### config.mk
export PLATFORM = sky130hd
export DESIGN_NAME = link_adaptation_mode_select_unit
export DESIGN_NICKNAME = d
export VERILOG_FILES = /design/src/rtl/lams_pkg.sv /design/src/rtl/lams_pick.sv /design/src/rtl/link_adaptation_mode_select_unit.sv
export SDC_FILE = /design/constraint.sdc
export NUM_CORES = 1
export LEC_CHECK = 0
export BUFFER_PORTS_ARGS = -buffer_cell sky130_fd_sc_hd__buf_2
export CELL_PAD_IN_SITES_DETAIL_PLACEMENT = 0
export CELL_PAD_IN_SITES_GLOBAL_PLACEMENT = 1
export CORE_ASPECT_RATIO = 1.4
export CORE_UTILIZATION = 30
export DETAILED_ROUTE_END_ITERATION = 8
export PLACE_DENSITY = 0.61
export SKIP_LAST_GASP = 1
export SLEW_MARGIN = 20
export SYNTH_ARGS = -nofsm -noshare
export SYNTH_HDL_FRONTEND = slang
export SYNTH_SLANG_ARGS = --single-unit
### constraint.sdc
create_clock -name clk -period 13.66 [get_ports clk]
set_input_delay 0.683 -clock clk [delete_from_list [all_inputs] [get_ports clk]]
set_output_delay 0.683 -clock clk [all_outputs]
set_load 0.05 [all_outputs]
### src/rtl/lams_pkg.sv
package lams_pkg;

  localparam int MODE_COUNT = 9;

  typedef logic [3:0] mode_t;

  localparam mode_t MOD_FSK2  = 4'd0;
  localparam mode_t MOD_FSK4  = 4'd1;
  localparam mode_t MOD_FSK8  = 4'd2;
  localparam mode_t MOD_FSK16 = 4'd3;
  localparam mode_t MOD_BPSK  = 4'd4;
  localparam mode_t MOD_QPSK  = 4'd5;
  localparam mode_t MOD_PSK8  = 4'd6;
  localparam mode_t MOD_QAM16 = 4'd7;
  localparam mode_t MOD_QAM64 = 4'd8;

  localparam logic [0:0] REG_ADAPT_ENABLE = 1'd0;
  localparam logic [0:0] REG_HYSTERESIS   = 1'd1;

  // quality margin for downgrade: 0.2 in 2^-16 units
  localparam logic [16:0] QUALITY_MARGIN = 17'd13107;

  // SNR in 1/16 dB, BER in 2^-20, quality in 2^-16
  typedef struct packed {
    logic signed [12:0] snr_lo;
    logic signed [12:0] snr_hi;
    logic [20:0]        ber_hi;
    logic [16:0]        q_lo;
    logic [13:0]        rate;
  } mode_entry_t;

  // modes in falling rate order; equal rates keep their scan position
  localparam mode_t SCAN_ORDER [MODE_COUNT] = '{
    MOD_QAM64, MOD_QAM16, MOD_FSK16, MOD_PSK8, MOD_FSK8,
    MOD_QPSK, MOD_FSK4, MOD_BPSK, MOD_FSK2
  };

  function automatic mode_entry_t mode_entry(mode_t m);
    mode_entry_t e;
    unique case (m)
      MOD_FSK2:  e = '{13'sd0,   13'sd240, 21'd10486, 17'd19661, 14'd1200};
      MOD_FSK4:  e = '{13'sd128, 13'sd320, 21'd5243,  17'd32768, 14'd2400};
      MOD_FSK8:  e = '{13'sd192, 13'sd400, 21'd1049,  17'd45875, 14'd3600};
      MOD_FSK16: e = '{13'sd288, 13'sd480, 21'd524,   17'd52429, 14'd4800};
      MOD_BPSK:  e = '{13'sd96,  13'sd288, 21'd10486, 17'd26214, 14'd1200};
      MOD_QPSK:  e = '{13'sd160, 13'sd352, 21'd5243,  17'd39322, 14'd2400};
      MOD_PSK8:  e = '{13'sd224, 13'sd416, 21'd1049,  17'd49152, 14'd3600};
      MOD_QAM16: e = '{13'sd256, 13'sd448, 21'd524,   17'd52429, 14'd4800};
      MOD_QAM64: e = '{13'sd352, 13'sd560, 21'd105,   17'd58982, 14'd9600};
      default:   e = '{13'sd0,   13'sd240, 21'd10486, 17'd19661, 14'd1200};
    endcase
    return e;
  endfunction

endpackage

### src/rtl/lams_pick.sv
module lams_pick (
  input  logic signed [11:0] snr,
  input  logic [20:0]        bit_error_rate,
  output lams_pkg::mode_t    pick
);
  import lams_pkg::*;

  logic [MODE_COUNT-1:0] qualify;
  logic signed [12:0]    snr_ext;

  assign snr_ext = 13'(snr);

  // nine window checks in parallel
  always_comb begin
    mode_entry_t e;
    for (int i = 0; i < MODE_COUNT; i++) begin
      e = mode_entry(4'(i));
      qualify[i] = (snr_ext >= e.snr_lo) && (snr_ext <= e.snr_hi) &&
                   (bit_error_rate <= e.ber_hi);
    end
  end

  // first qualifying mode in scan order wins; fall back to 2FSK
  always_comb begin
    pick = MOD_FSK2;
    for (int i = MODE_COUNT - 1; i >= 0; i--) begin
      if (qualify[SCAN_ORDER[i]]) begin
        pick = SCAN_ORDER[i];
      end
    end
  end

endmodule

### src/rtl/link_adaptation_mode_select_unit.sv
// Path: an accepted item goes through the input register, then the decision
// into the result register; an output stall can hold it in the input register.
// Throughput: one item per cycle while the output is not stalled; the mode
// state is updated in the same cycle as the result register, so the next
// item sees it at once. Reset: clears both pipeline valids, the held mode
// and prior mode to 2FSK, adapt_enable to 1 and hysteresis to 32.
module link_adaptation_mode_select_unit (
  input  logic                clk,
  input  logic                rst,
  input  logic                cfg_write,
  input  logic [0:0]          cfg_index,
  input  logic [8:0]          cfg_data,
  input  logic                in_valid,
  output logic                in_stall,
  input  logic                action,
  input  logic signed [11:0]  snr,
  input  logic [20:0]         bit_error_rate,
  input  logic [16:0]         quality,
  input  logic [3:0]          new_mode,
  output logic                out_valid,
  input  logic                out_stall,
  output lams_pkg::mode_t     mode,
  output logic [13:0]         data_rate,
  output logic                mode_changed,
  output lams_pkg::mode_t     previous_mode
);
  import lams_pkg::*;

  logic               adapt_enable;
  logic [8:0]         hysteresis;
  mode_t              cur_mode;
  mode_t              prior_mode;

  logic               s1_valid;
  logic               s1_action;
  logic signed [11:0] s1_snr;
  logic [20:0]        s1_ber;
  logic [16:0]        s1_quality;
  logic [3:0]         s1_new_mode;

  logic               out_free;
  logic               s1_fire;
  mode_t              rec_mode;
  mode_entry_t        cur_entry;
  mode_entry_t        next_entry;
  mode_entry_t        out_entry;
  logic signed [12:0] snr_ext;
  logic signed [12:0] snr_up;
  logic signed [12:0] snr_down;
  logic [16:0]        q_down;
  logic               go_up;
  logic               go_down;
  mode_t              cur_mode_next;
  mode_t              prior_mode_next;

  assign out_free = !out_valid || !out_stall;
  assign s1_fire  = s1_valid && out_free;
  assign in_stall = s1_valid && !out_free;

  always_ff @(posedge clk) begin
    if (rst) begin
      adapt_enable <= 1'b1;
      hysteresis   <= 9'd32;
    end else if (cfg_write) begin
      unique case (cfg_index)
        REG_ADAPT_ENABLE: adapt_enable <= cfg_data[0];
        REG_HYSTERESIS:   hysteresis   <= cfg_data;
        default: ;
      endcase
    end
  end

  // input register
  always_ff @(posedge clk) begin
    if (rst) begin
      s1_valid <= 1'b0;
    end else if (!in_stall) begin
      s1_valid <= in_valid;
    end
  end

  always_ff @(posedge clk) begin
    if (in_valid && !in_stall) begin
      s1_action   <= action;
      s1_snr      <= snr;
      s1_ber      <= bit_error_rate;
      s1_quality  <= quality;
      s1_new_mode <= new_mode;
    end
  end

  lams_pick u_pick (
    .snr            (s1_snr),
    .bit_error_rate (s1_ber),
    .pick           (rec_mode)
  );

  assign cur_entry = mode_entry(cur_mode);
  assign snr_ext   = 13'(s1_snr);
  assign snr_up    = cur_entry.snr_hi + $signed({4'b0, hysteresis});
  assign snr_down  = cur_entry.snr_lo - $signed({4'b0, hysteresis});
  assign q_down    = cur_entry.q_lo - QUALITY_MARGIN;

  assign go_up   = (snr_ext > snr_up) && (s1_ber < cur_entry.ber_hi) &&
                   (s1_quality > cur_entry.q_lo);
  assign go_down = (snr_ext < snr_down) || (s1_ber > cur_entry.ber_hi) ||
                   (s1_quality < q_down);

  always_comb begin
    cur_mode_next   = cur_mode;
    prior_mode_next = prior_mode;
    if (s1_action) begin
      // drop a force to an unknown mode
      if (s1_new_mode < 4'(MODE_COUNT)) begin
        cur_mode_next   = s1_new_mode;
        prior_mode_next = s1_new_mode;
      end
    end else if (adapt_enable && (go_up || go_down) && (rec_mode != cur_mode)) begin
      cur_mode_next   = rec_mode;
      prior_mode_next = cur_mode;
    end
  end

  assign next_entry = mode_entry(cur_mode_next);
  assign out_entry  = mode_entry(mode);

  always_ff @(posedge clk) begin
    if (rst) begin
      cur_mode   <= MOD_FSK2;
      prior_mode <= MOD_FSK2;
    end else if (s1_fire) begin
      cur_mode   <= cur_mode_next;
      prior_mode <= prior_mode_next;
    end
  end

  // result register
  always_ff @(posedge clk) begin
    if (rst) begin
      out_valid <= 1'b0;
    end else if (out_free) begin
      out_valid <= s1_valid;
    end
  end

  always_ff @(posedge clk) begin
    if (s1_fire) begin
      mode          <= cur_mode_next;
      data_rate     <= next_entry.rate;
      mode_changed  <= (cur_mode_next != cur_mode);
      previous_mode <= prior_mode_next;
    end
  end

  a_mode_range: assert property (@(posedge clk) disable iff (rst)
    out_valid |-> (mode < 4'(MODE_COUNT)))
    else $error("result mode out of range");

  a_mode_tracks_state: assert property (@(posedge clk) disable iff (rst)
    out_valid |-> (mode == cur_mode))
    else $error("result mode differs from held mode");

  a_rate_matches: assert property (@(posedge clk) disable iff (rst)
    out_valid |-> (data_rate == out_entry.rate))
    else $error("data rate does not match mode");

  a_frozen_report: assert property (@(posedge clk) disable iff (rst)
    (s1_fire && !s1_action && !adapt_enable) |=> !mode_changed)
    else $error("report changed mode while adaptation disabled");

  a_stall_needs_item: assert property (@(posedge clk) disable iff (rst)
    in_stall |-> s1_valid)
    else $error("input stalled with empty input register");

endmodule
==> results of run 1 <==
path summary, 6_finish.rpt:
kind / endpoint / slack [ns] / cells past startpoint
min reg2reg: prior_mode[2] / 0.48 / 2
min: s1_quality[11] / 0.44 / 1
max reg2reg: cur_entry[71] / 8.04 / 21
max: cur_entry[71] / 8.04 / 21
cell type report:
cell class | instances | area, um^2
Tap cell | 315 | 394
Timing Repair Buffer | 94 | 480
Sequential cell | 120 | 3140
Inverter | 58 | 223
Fill cell | 2543 | 15800
Multi-Input combinational cell | 559 | 4100
Clock buffer | 25 | 518
Clock inverter | 7 | 62.6
cell families (layout without fill, tap and decap cells):
kind of cell	Yosys count	in the layout
simple gates	228	228
flops	120	120
mux	10	10
buf+inv	83	184
fa+ha+maj	94	94
other cells	1	4
xor+xnor	18	18
compound gates	205	205
per-layer routing:
layer / GRT usage / vias up
met1: 0.170 / 2802
met3: 0.0290 / 20
met4: 0.0744 / 0
met5: 0 / -
met2: 0.297 / 84
li1: - / 3042
sequential cells by signal (all words and copies together), names as in the netlist, 5 cells and up:
| register | cells |
|---|---|
| s1_snr | 12 |
| cur_entry | 26 |
| s1_ber | 21 |
| data_rate | 5 |
| s1_quality | 17 |
| next_entry | 5 |
| hysteresis | 9 |
metrics by stage:
| step | setup WS (ns) | cells | power (W) | util |
|---|---|---|---|---|
| 2_1_floorplan | 8.82 | 762 | 0.000600 | - |
| 3_3_place_gp | 8.24 | 1146 | 0.000663 | 0.338 |
| 3_5_place_dp | 8.01 | 1146 | 0.000664 | 0.338 |
| 4_1_cts | 7.98 | 1178 | 0.00111 | 0.361 |
| 5_1_grt | 7.40 | 1178 | 0.00116 | 0.361 |
| 6_report | 8.04 | 1178 | 0.00109 | 0.361 |
cell usage after synthesis (5+ instances only):
| cell type | instances |
|---|---|
| o21ai_0 | 30 |
| xor2_1 | 6 |
| nor2_1 | 44 |
| o22ai_1 | 5 |
| nand3_1 | 20 |
| buf_4 | 5 |
| clkbuf_1 | 15 |
| nand2_1 | 58 |
| and2_1 | 11 |
| ha_1 | 93 |
| a31oi_1 | 13 |
| o211ai_1 | 6 |
| a211oi_1 | 7 |
| dfxtp_1 | 46 |
| nor3_1 | 21 |
| or3_1 | 10 |
| mux2i_1 | 7 |
| inv_1 | 55 |
| a21oi_1 | 56 |
| o21bai_1 | 7 |
| nor2b_1 | 13 |
| a21o_1 | 10 |
| nand2b_1 | 6 |
| edfxtp_1 | 74 |
| nand4_1 | 9 |
| xnor2_1 | 12 |
| nor4_1 | 9 |
| o21a_1 | 5 |
| and3_1 | 6 |
layout by cell type (no fill, tap or decap), types with 20 or more instances in the layout:
| master | instances |
|---|---|
| nor3_1 | 21 |
| nand2_1 | 58 |
| ha_1 | 93 |
| a21oi_1 | 56 |
| nand3_1 | 20 |
| nor2_1 | 44 |
| inv_1 | 55 |
| dfxtp_1 | 46 |
| buf_2 | 90 |
| o21ai_0 | 30 |
| edfxtp_1 | 74 |
worst reg2reg max path, cell delays in order, from the launching register on:
cell,delay (ns)
dfxtp_1,0.38
ha_1,0.19
inv_1,0.06
fa_1,0.40
inv_1,0.07
a21oi_1,0.05
o21ai_0,0.26
a21o_1,0.16
nand2_1,0.05
ha_1,0.30
a21o_1,0.18
a31oi_1,0.18
o21ai_0,0.11
o311ai_0,0.46
nor4_2,0.12
o31ai_2,0.54
nor2_1,0.19
a2111oi_2,0.83
inv_1,0.23
ha_1,0.37
mux2i_1,0.22
o22ai_1,0.10
power by group through the flow:
stage,registers (W),clock network (W),logic [W]
finish,0.000439,0.000440,0.000216
global route,0.000442,0.000468,0.000247
CTS,0.000439,0.000454,0.000219
detailed placement,0.000446,0,0.000217
global placement,0.000447,0,0.000216
floorplan,0.000445,0,0.000155
==> flow_summary.toml, run 1 <==
[run_status]
status = "finished clean"

[drt]
wl_met1_um = 8210
drc = 0
vias = 5948
wl_per_cell_um = 16.6
wl_met3_um = 434
highest_layer = "met4"
drt_wl_total_um = 19600
drt_iter0_markers = 225
wl_met2_um = 10400
ant_nets = 0
dr.pass1.iters = 4
drt-vias-per-instance = 5.05

[synthesis]
synth_edf_count = 74
yosysTopAreaCell = "edfxtp_1"
synthesis.instances = 759
synth_top_area_frac = 0.294
synth-simple-area-share = 0.155
synth-seq-cells = 120
synth-compound-area-share = 0.193
synth_top_family_by_area = "compound AO/OA/AOI/OAI gates"
netlist_area_um2 = 7560
synthAdderAreaFrac = 0.157
avgSynthCellArea_um2 = 9.96
yosysSeqAreaShare = 0.416
yosysWarningCount = 0
muxShareOfSynthArea = 0.0142
synthArstFlopShare = 0
synth_flop_cell = "edfxtp_1"
yosys-top-cells-area = "edfxtp_1 (29%), ha_1 (15%), dfxtp_1 (12%), a21oi_1 (3.7%), nand2_1 (2.9%)"
synth.distinct_cells = 81
synth_xor_area_frac = 0.0209

[power_and_ir_drop]
vdd_ir_drop_max_mv = 0.0919
p_leak_nw = 3.71
p_clk_frac = 0.402
cell_internal_pwr_w = 0.000782
power.switching_w = 0.000312
p_comb_frac = 0.197
swShare = 0.285
power_frac_seq = 0.401
power_density_nw_per_um2 = 123

[setup_path]
slowest_delay_ns = 0.83
crit_path_end_kind = "flop"
slowest_stage = "a2111oi_2"
crit_fanout = 9
arrival_ns = 5.89
cp.required_ns = 13.92
worst_setup_path_start_kind = "flop"
crit_chain = "ha_1 > inv_1 > fa_1 > inv_1 > a21oi_1 > o21ai_0 > a21o_1 > nand2_1 > ha_1 > a21o_1 > a31oi_1 > o21ai_0 > o311ai_0 > nor4_2 > o31ai_2 > nor2_1 > a2111oi_2 > inv_1 > ha_1 > mux2i_1 > o22ai_1"
critPathTopFamily = "compound AO/OA/AOI/OAI gates"
worst-setup-path-type = "reg -> reg"
worstPathBufferInverterCount = 3
reg2reg_from = "hysteresis[4]"
cp-startpoint = "hysteresis[4]"

[clocking]
ctsHtreeMaxLevel = 4
clkSinkCount = 120
clkTransAtPathRegs_ns = 0.06
clk_latency_ns = 0.42
cts_made_buffers = 17
cts_tree = "done"
max-clock-path-buffers = 2
root_buffer = "clkbuf_16"
cts_hold_buffers = 0
ctsResizeCount = 0
post_cts_buffers = 0

[floorplan]
core_um2 = 24700
die_area_um2 = 25800
die_h_um = 190
dieWidth_um = 136
start_util = 0.306
io_pins = 95
row_count = 68

[sta]
fin_tns_setup_ns = 0
setup_viol = 0
rsz0062_at_grt = "no"
relSlewSlack = 0.302
max_slew.worst_pin.slew_ns = 1.03
fin_skew_ns = 0.0109
hold_slack_ns = 0.436
slew_violations = 0
finalCriticalPeriod_ns = 5.62
final_hold_viol_count = 0
fmax_ghz = 0.178
fin_crit_sh = 0.412

[layout]
syn2layout_area_growth_pct = 18.0
antenna-diode-count = 0
nets = 1014
fin_area_um2 = 8920
drive_gt1_frac = 0.173

[global_route]
grt_use_total = 0.159
antenna_found_initial = 0
grt_max_degree = 56
grt-ovfl-total = 0
grt_pass1_vias = 5924
grt_pass1_wl_um = 30900

[hold_path]
min_from = "quality[11]"
hold_path.class = "in -> reg"

[placed_design]
place_congestion = 0.813
portBuffers = 90
placed_cell_area_um2 = 8340
dp_hpwl_um = 15300

[job]
maxCapViolCount = 0
No activity file was read; power rests on OpenSTA's default activity.
==> run 2: changes to the inputs <==
--- a/config.mk
+++ b/config.mk
@@ -5,13 +5,14 @@
 export SDC_FILE = /design/constraint.sdc
 export NUM_CORES = 1
 export LEC_CHECK = 0
+export ABC_AREA = 1
 export BUFFER_PORTS_ARGS = -buffer_cell sky130_fd_sc_hd__buf_2
 export CELL_PAD_IN_SITES_DETAIL_PLACEMENT = 0
 export CELL_PAD_IN_SITES_GLOBAL_PLACEMENT = 1
 export CORE_ASPECT_RATIO = 1.4
 export CORE_UTILIZATION = 30
 export DETAILED_ROUTE_END_ITERATION = 8
-export PLACE_DENSITY = 0.61
+export PLACE_DENSITY = 0.65
 export SKIP_LAST_GASP = 1
 export SLEW_MARGIN = 20
 export SYNTH_ARGS = -nofsm -noshare
==> constraint.sdc (replaced) <==
create_clock -name clk -period 5.1 [get_ports clk]
set_input_delay 0.255 -clock clk [delete_from_list [all_inputs] [get_ports clk]]
set_output_delay 0.255 -clock clk [all_outputs]
set_load 0.05 [all_outputs]
==> flow_summary.toml, run 2 <==
[run_status]
status = "finished clean"

[layout]
fin_area_um2 = 9870
largest_register_ffs = 26
syn2layout_area_growth_pct = 24.3
instances_no_fill = 1471
layout_common_cells = "nand2_1 (202), inv_1 (124), ha_1 (93), nor2_1 (90), buf_2 (90)"
fillers = 2697
mostFrequentLayoutCell = "nand2_1"
antenna-diode-count = 0
nets = 1298
post-route-util = 0.378
drive_gt1_frac = 0.161

[sta]
max_slew.worst_pin.slew_ns = 0.811
fin_crit_sh = 0.857
slew_violations = 0
fin_tns_setup_ns = 0
relSlewSlack = 0.459
finalCriticalPeriod_ns = 4.37
final_hold_viol_count = 0
hold_slack_ns = 0.0583
rsz0062_at_grt = "no"
setup_viol = 0
fmax_ghz = 0.229
fin_skew_ns = 0.00698

[synthesis]
netlist_area_um2 = 7950
yosysSeqAreaShare = 0.396
yosys-top-cells-area = "edfxtp_1 (28%), ha_1 (15%), dfxtp_1 (12%), nand2_1 (9.5%), inv_1 (5.9%)"
avgSynthCellArea_um2 = 8.14
synth_top_area_frac = 0.280
yosysTopAreaCell = "edfxtp_1"
synthArstFlopShare = 0
synth.distinct_cells = 48
synth_edf_count = 74
synth_flop_cell = "edfxtp_1"
yosysWarningCount = 0
synth-seq-cells = 120
synth_common_cells = "nand2_1 (202), inv_1 (125), ha_1 (93), nor2_1 (90), edfxtp_1 (74)"
yosysMostFrequentCell = "nand2_1"
synthesis.instances = 976

[drt]
vias = 6796
wl_met2_um = 11000
wl_met3_um = 521
highest_layer = "met4"
wl_per_cell_um = 14.2
drt_iter0_markers = 298
dr.pass1.iters = 5
drc = 0
drt-vias-per-instance = 4.62
ant_nets = 0
drt_wl_total_um = 20900
wl_met1_um = 8760

[floorplan]
die_h_um = 195
dieWidth_um = 140
start_util = 0.304
io_pins = 95
die_area_um2 = 27200
row_count = 70
core_um2 = 26100

[global_route]
grt_pass1_vias = 6881
grt-ovfl-total = 0
antenna_found_initial = 0
grt_max_degree = 56
grt_pass1_wl_um = 34200
grt_use_total = 0.162

[placed_design]
place_congestion = 0.888
dp_hpwl_um = 16100
dpl.cell_count = 1384
placed_cell_area_um2 = 8750
portBuffers = 90

[power_and_ir_drop]
p_leak_nw = 4.67
power_density_nw_per_um2 = 317
vdd_ir_drop_max_mv = 0.210

[clocking]
cts_tree = "done"
cts_made_buffers = 17
clkSinkCount = 120
root_buffer = "clkbuf_16"
clkTransAtPathRegs_ns = 0.06
ctsHtreeMaxLevel = 4
post_cts_buffers = 0
max-clock-path-buffers = 2
clk_latency_ns = 0.43

[job]
maxCapViolCount = 0

[setup_path]
cp-startpoint = "hysteresis[5]"
cp.required_ns = 5.42
rrSetupSlack_ns = 0.73
reg2reg_from = "hysteresis[5]"
worst_setup_path_start_kind = "flop"
worst-setup-path-type = "reg -> reg"
worst_r2r_endpoint = "cur_entry[27]"
ff2ff_path_depth = 26
arrival_ns = 4.69
crit_fanout = 7
crit_path_end_kind = "flop"
critPathCapture = "cur_entry[27]"

[hold_path]
hold_path.class = "in -> reg"
==> run 2: cell types whose count changed in the layout (fill, tap and decap cells not counted), sizes merged, moves of 14 or more <==
cell / before / now
nand2: 58 / 223
inv: 60 / 148
dlygate4sd3: 0 / 55
nor2: 44 / 98
nand3: 20 / 62
o21ai: 34 / 64
a21oi: 56 / 72
nor2b: 14 / 0
==> run 2: timing repair <==
item,CTS,global route
resized for setup,0,1
endpoints found under the setup margin,0,2
hold endpoints to repair,55,0
hold buffers,55,0
==> run 2: power breakdown <==
group          internal, W  switching [W]
sequential         0.00112      0.0000666
combinational     0.000306       0.000488
clock             0.000665       0.000492
total              0.00209        0.00105
==> run 2: layout make-up <==
class | instances | area, um^2 | area share
flip-flops and latches | 120 | 3140 | 0.318
multi-input cells | 704 | 4200 | 0.425
inverters | 144 | 544 | 0.0551
clock inverters | 13 | 109 | 0.0110
well taps | 324 | 405 | 0.0411
repair buffers | 147 | 1020 | 0.103
clock buffers | 19 | 455 | 0.0461
==> run 2: worst min path at each step <==
stage                 from            end  slack [ns]  cells after the start
3_5_place_dp        snr[1]      s1_snr[1]        0.43                      1
3_3_place_gp    quality[1]  s1_quality[1]        0.43                      1
4_1_cts        cfg_data[0]   adapt_enable        0.04                      3
2_1_floorplan       action      s1_action        0.35                      0
5_1_grt        cfg_data[0]   adapt_enable        0.07                      3
6_report       cfg_data[0]   adapt_enable        0.06                      3
==> run 2: through the flow <==
| step | setup slack [ns] | power (W) |
|---|---|---|
| finish | 0.729 | 0.00313 |
| CTS | 0.619 | 0.00318 |
| detailed placement | 0.643 | 0.00197 |
| global placement | 0.731 | 0.00197 |
| floorplan | 1.16 | 0.00175 |
| global route | 0.107 | 0.00334 |
==> run 2: metal layers <==
| layer | vias to the layer above | track usage |
|---|---|---|
| li1 | 3586 | - |
| met1 | 3051 | 0.176 |
| met2 | 117 | 0.304 |
| met3 | 42 | 0.0264 |
| met4 | 0 | 0.0745 |
| met5 | - | 0 |
==> run 2: worst max-delay path, stage by stage (launching register included) <==
cell and delay (ns):
dfxtp_1 0.36, inv_1 0.09, ha_1 0.31, inv_1 0.05, o31ai_1 0.33, a21oi_1 0.12, o21bai_1 0.21, xor2_1 0.20
ha_1 0.27, a21oi_1 0.14, o21ai_0 0.10, a21oi_1 0.19, nand2_1 0.07, nand2_1 0.05, nand2_1 0.05, nand2_1 0.08
nor2_1 0.04, nand2_1 0.08, nand2_2 0.08, o211ai_1 0.24, nand2_2 0.18, a21oi_4 0.25, inv_1 0.13, ha_1 0.26
nand3_2 0.17, nand2_1 0.09, o21a_1 0.12
==> run 2: logic make-up after synthesis <==
family	Yosys count	share of synthesized area
buffers and inverters	155	0.0781
and+or+nand+nor	428	0.245
AOI/OAI and AO/OA	159	0.111
other	1	0.000472
xor gates and xnor gates	19	0.0209
adders and majority gates	94	0.149
DFF	120	0.396
==> run 3: changes to the inputs <==
--- a/config.mk
+++ b/config.mk
@@ -10,6 +10,7 @@
 export CELL_PAD_IN_SITES_DETAIL_PLACEMENT = 0
 export CELL_PAD_IN_SITES_GLOBAL_PLACEMENT = 1
 export CORE_ASPECT_RATIO = 1.4
+export CORE_MARGIN = 2
 export CORE_UTILIZATION = 30
 export DETAILED_ROUTE_END_ITERATION = 8
 export PLACE_DENSITY = 0.65
==> flow_summary.toml, run 3 (same netlist as run 2, synthesis figures left out) <==
[hold_path]
hold_path.class = "in -> reg"
hold_depth = 3
hold_end = "adapt_enable"
min_from = "cfg_data[0]"

[layout]
instances_no_fill = 1471
layout_common_cells = "nand2_1 (202), inv_1 (124), ha_1 (93), nor2_1 (90), buf_2 (90)"
antenna-diode-count = 0
mostFrequentLayoutCell = "nand2_1"
largest_register_ffs = 26
nets = 1298
post-route-util = 0.379
drive_gt1_frac = 0.161
syn2layout_area_growth_pct = 24.5
fin_area_um2 = 9900

[drt]
drt_wl_total_um = 21300
drc = 0
dr.pass1.iters = 5
drt-vias-per-instance = 4.68
wl_per_cell_um = 14.5
ant_nets = 0
vias = 6879
drt_iter0_markers = 315

[placed_design]
dp_slack_ns = 0.593
place_congestion = 0.862
dpl.cell_count = 1384
dp_hpwl_um = 16500
portBuffers = 90
placed_cell_area_um2 = 8750

[sta]
fin_crit_sh = 0.885
final_hold_viol_count = 0
fin_skew_ns = 0.0130
fin_tns_setup_ns = 0
fmax_ghz = 0.222
max_slew.worst_pin.slew_ns = 0.760
setup_viol = 0
rsz0062_at_grt = "no"
slew_violations = 0
finalCriticalPeriod_ns = 4.51
relSlewSlack = 0.493
setup_ws_ns = 0.587

[setup_path]
cpMostUsedCell = "nand2_1"
crit_fanout = 7
slowest_stage = "dfxtp_1"
worst-setup-path-type = "reg -> reg"
worst_setup_path_start_kind = "flop"
reg2reg_from = "hysteresis[5]"
ff2ff_path_depth = 26
arrival_ns = 4.84
crit_path_end_kind = "flop"
slowest_delay_ns = 0.36
rrSetupSlack_ns = 0.59
cp.required_ns = 5.43
worst_r2r_endpoint = "cur_entry[27]"

[clocking]
ctsResizeCount = 0
clk_latency_ns = 0.43
max-clock-path-buffers = 2
root_buffer = "clkbuf_16"
clkSinkCount = 120
clkTransAtPathRegs_ns = 0.07
cts_made_buffers = 17
cts_tree = "done"
ctsHtreeMaxLevel = 4

[power_and_ir_drop]
vdd_ir_drop_max_mv = 0.234
p_leak_nw = 4.69
power_density_nw_per_um2 = 324

[global_route]
grt-ovfl-total = 0
grt_pass1_vias = 7004
antenna_found_initial = 0
grt_use_total = 0.160
grt_max_degree = 56
grt_pass1_wl_um = 34700

[floorplan]
die_h_um = 197
core_um2 = 26100
io_pins = 95
die_area_um2 = 27800
row_count = 70
start_util = 0.304
dieWidth_um = 142

[run_status]
status = "finished clean"

[job]
maxCapViolCount = 0
run 3: cell type report:
cell class | count | area [um^2]
tap | 324 | 405
inverter | 144 | 544
sequential | 120 | 3140
clock buffer | 19 | 475
multi-input combinational | 704 | 4190
clock inverter | 13 | 119
timing repair buffer | 147 | 1020
fill | 2736 | 16200
run 3: timing repair:
item                                   CTS  global route
buffers inserted                         0             0
hold buffers                            55             0
setup endpoints to repair                0             0
endpoints found under the hold margin   55             0
run 3: report_power, final:
part | switching, W | internal (W) | total [W]
combinational | 0.000491 | 0.000307 | 0.000797
sequential | 0.0000684 | 0.00112 | 0.00119
clock | 0.000519 | 0.000701 | 0.00122
total | 0.00108 | 0.00212 | 0.00320
run 3: worst max-delay path by stage:
stage                       start            end  slack, ns
CTS                 hysteresis[4]  cur_entry[28]       0.57
global placement    hysteresis[4]  cur_entry[28]       0.67
detailed placement  hysteresis[4]  cur_entry[57]       0.59
floorplan           hysteresis[5]  cur_entry[28]       1.16
finish              hysteresis[5]  cur_entry[27]       0.59
global route        hysteresis[5]  cur_entry[27]       0.02
run 3: metrics by stage:
step	hold WS [ns]	total power, W
after global placement	0.432	0.00197
after floorplan	0.354	0.00175
after global routing	0.0542	0.00341
after detailed placement	0.433	0.00197
final	0.0510	0.00320
after CTS	0.0250	0.00325
run 3: layer usage:
metal / global-route usage / part of all wire
met2: 0.295 / 0.52
met5: 0 / 0
met4: 0.0722 / 0.030
met1: 0.179 / 0.42
met3: 0.0258 / 0.026
run 3: worst max-delay path: cells and delay by family, from the launching register on:
kind / cells / cell delay [ns]
xor gates and xnor gates: 1 / 0.18
DFF: 1 / 0.36
buffers and inverters: 3 / 0.30
adders and majority gates: 3 / 0.83
and+or+nand+nor: 10 / 0.91
AOI/OAI and AO/OA: 9 / 1.83
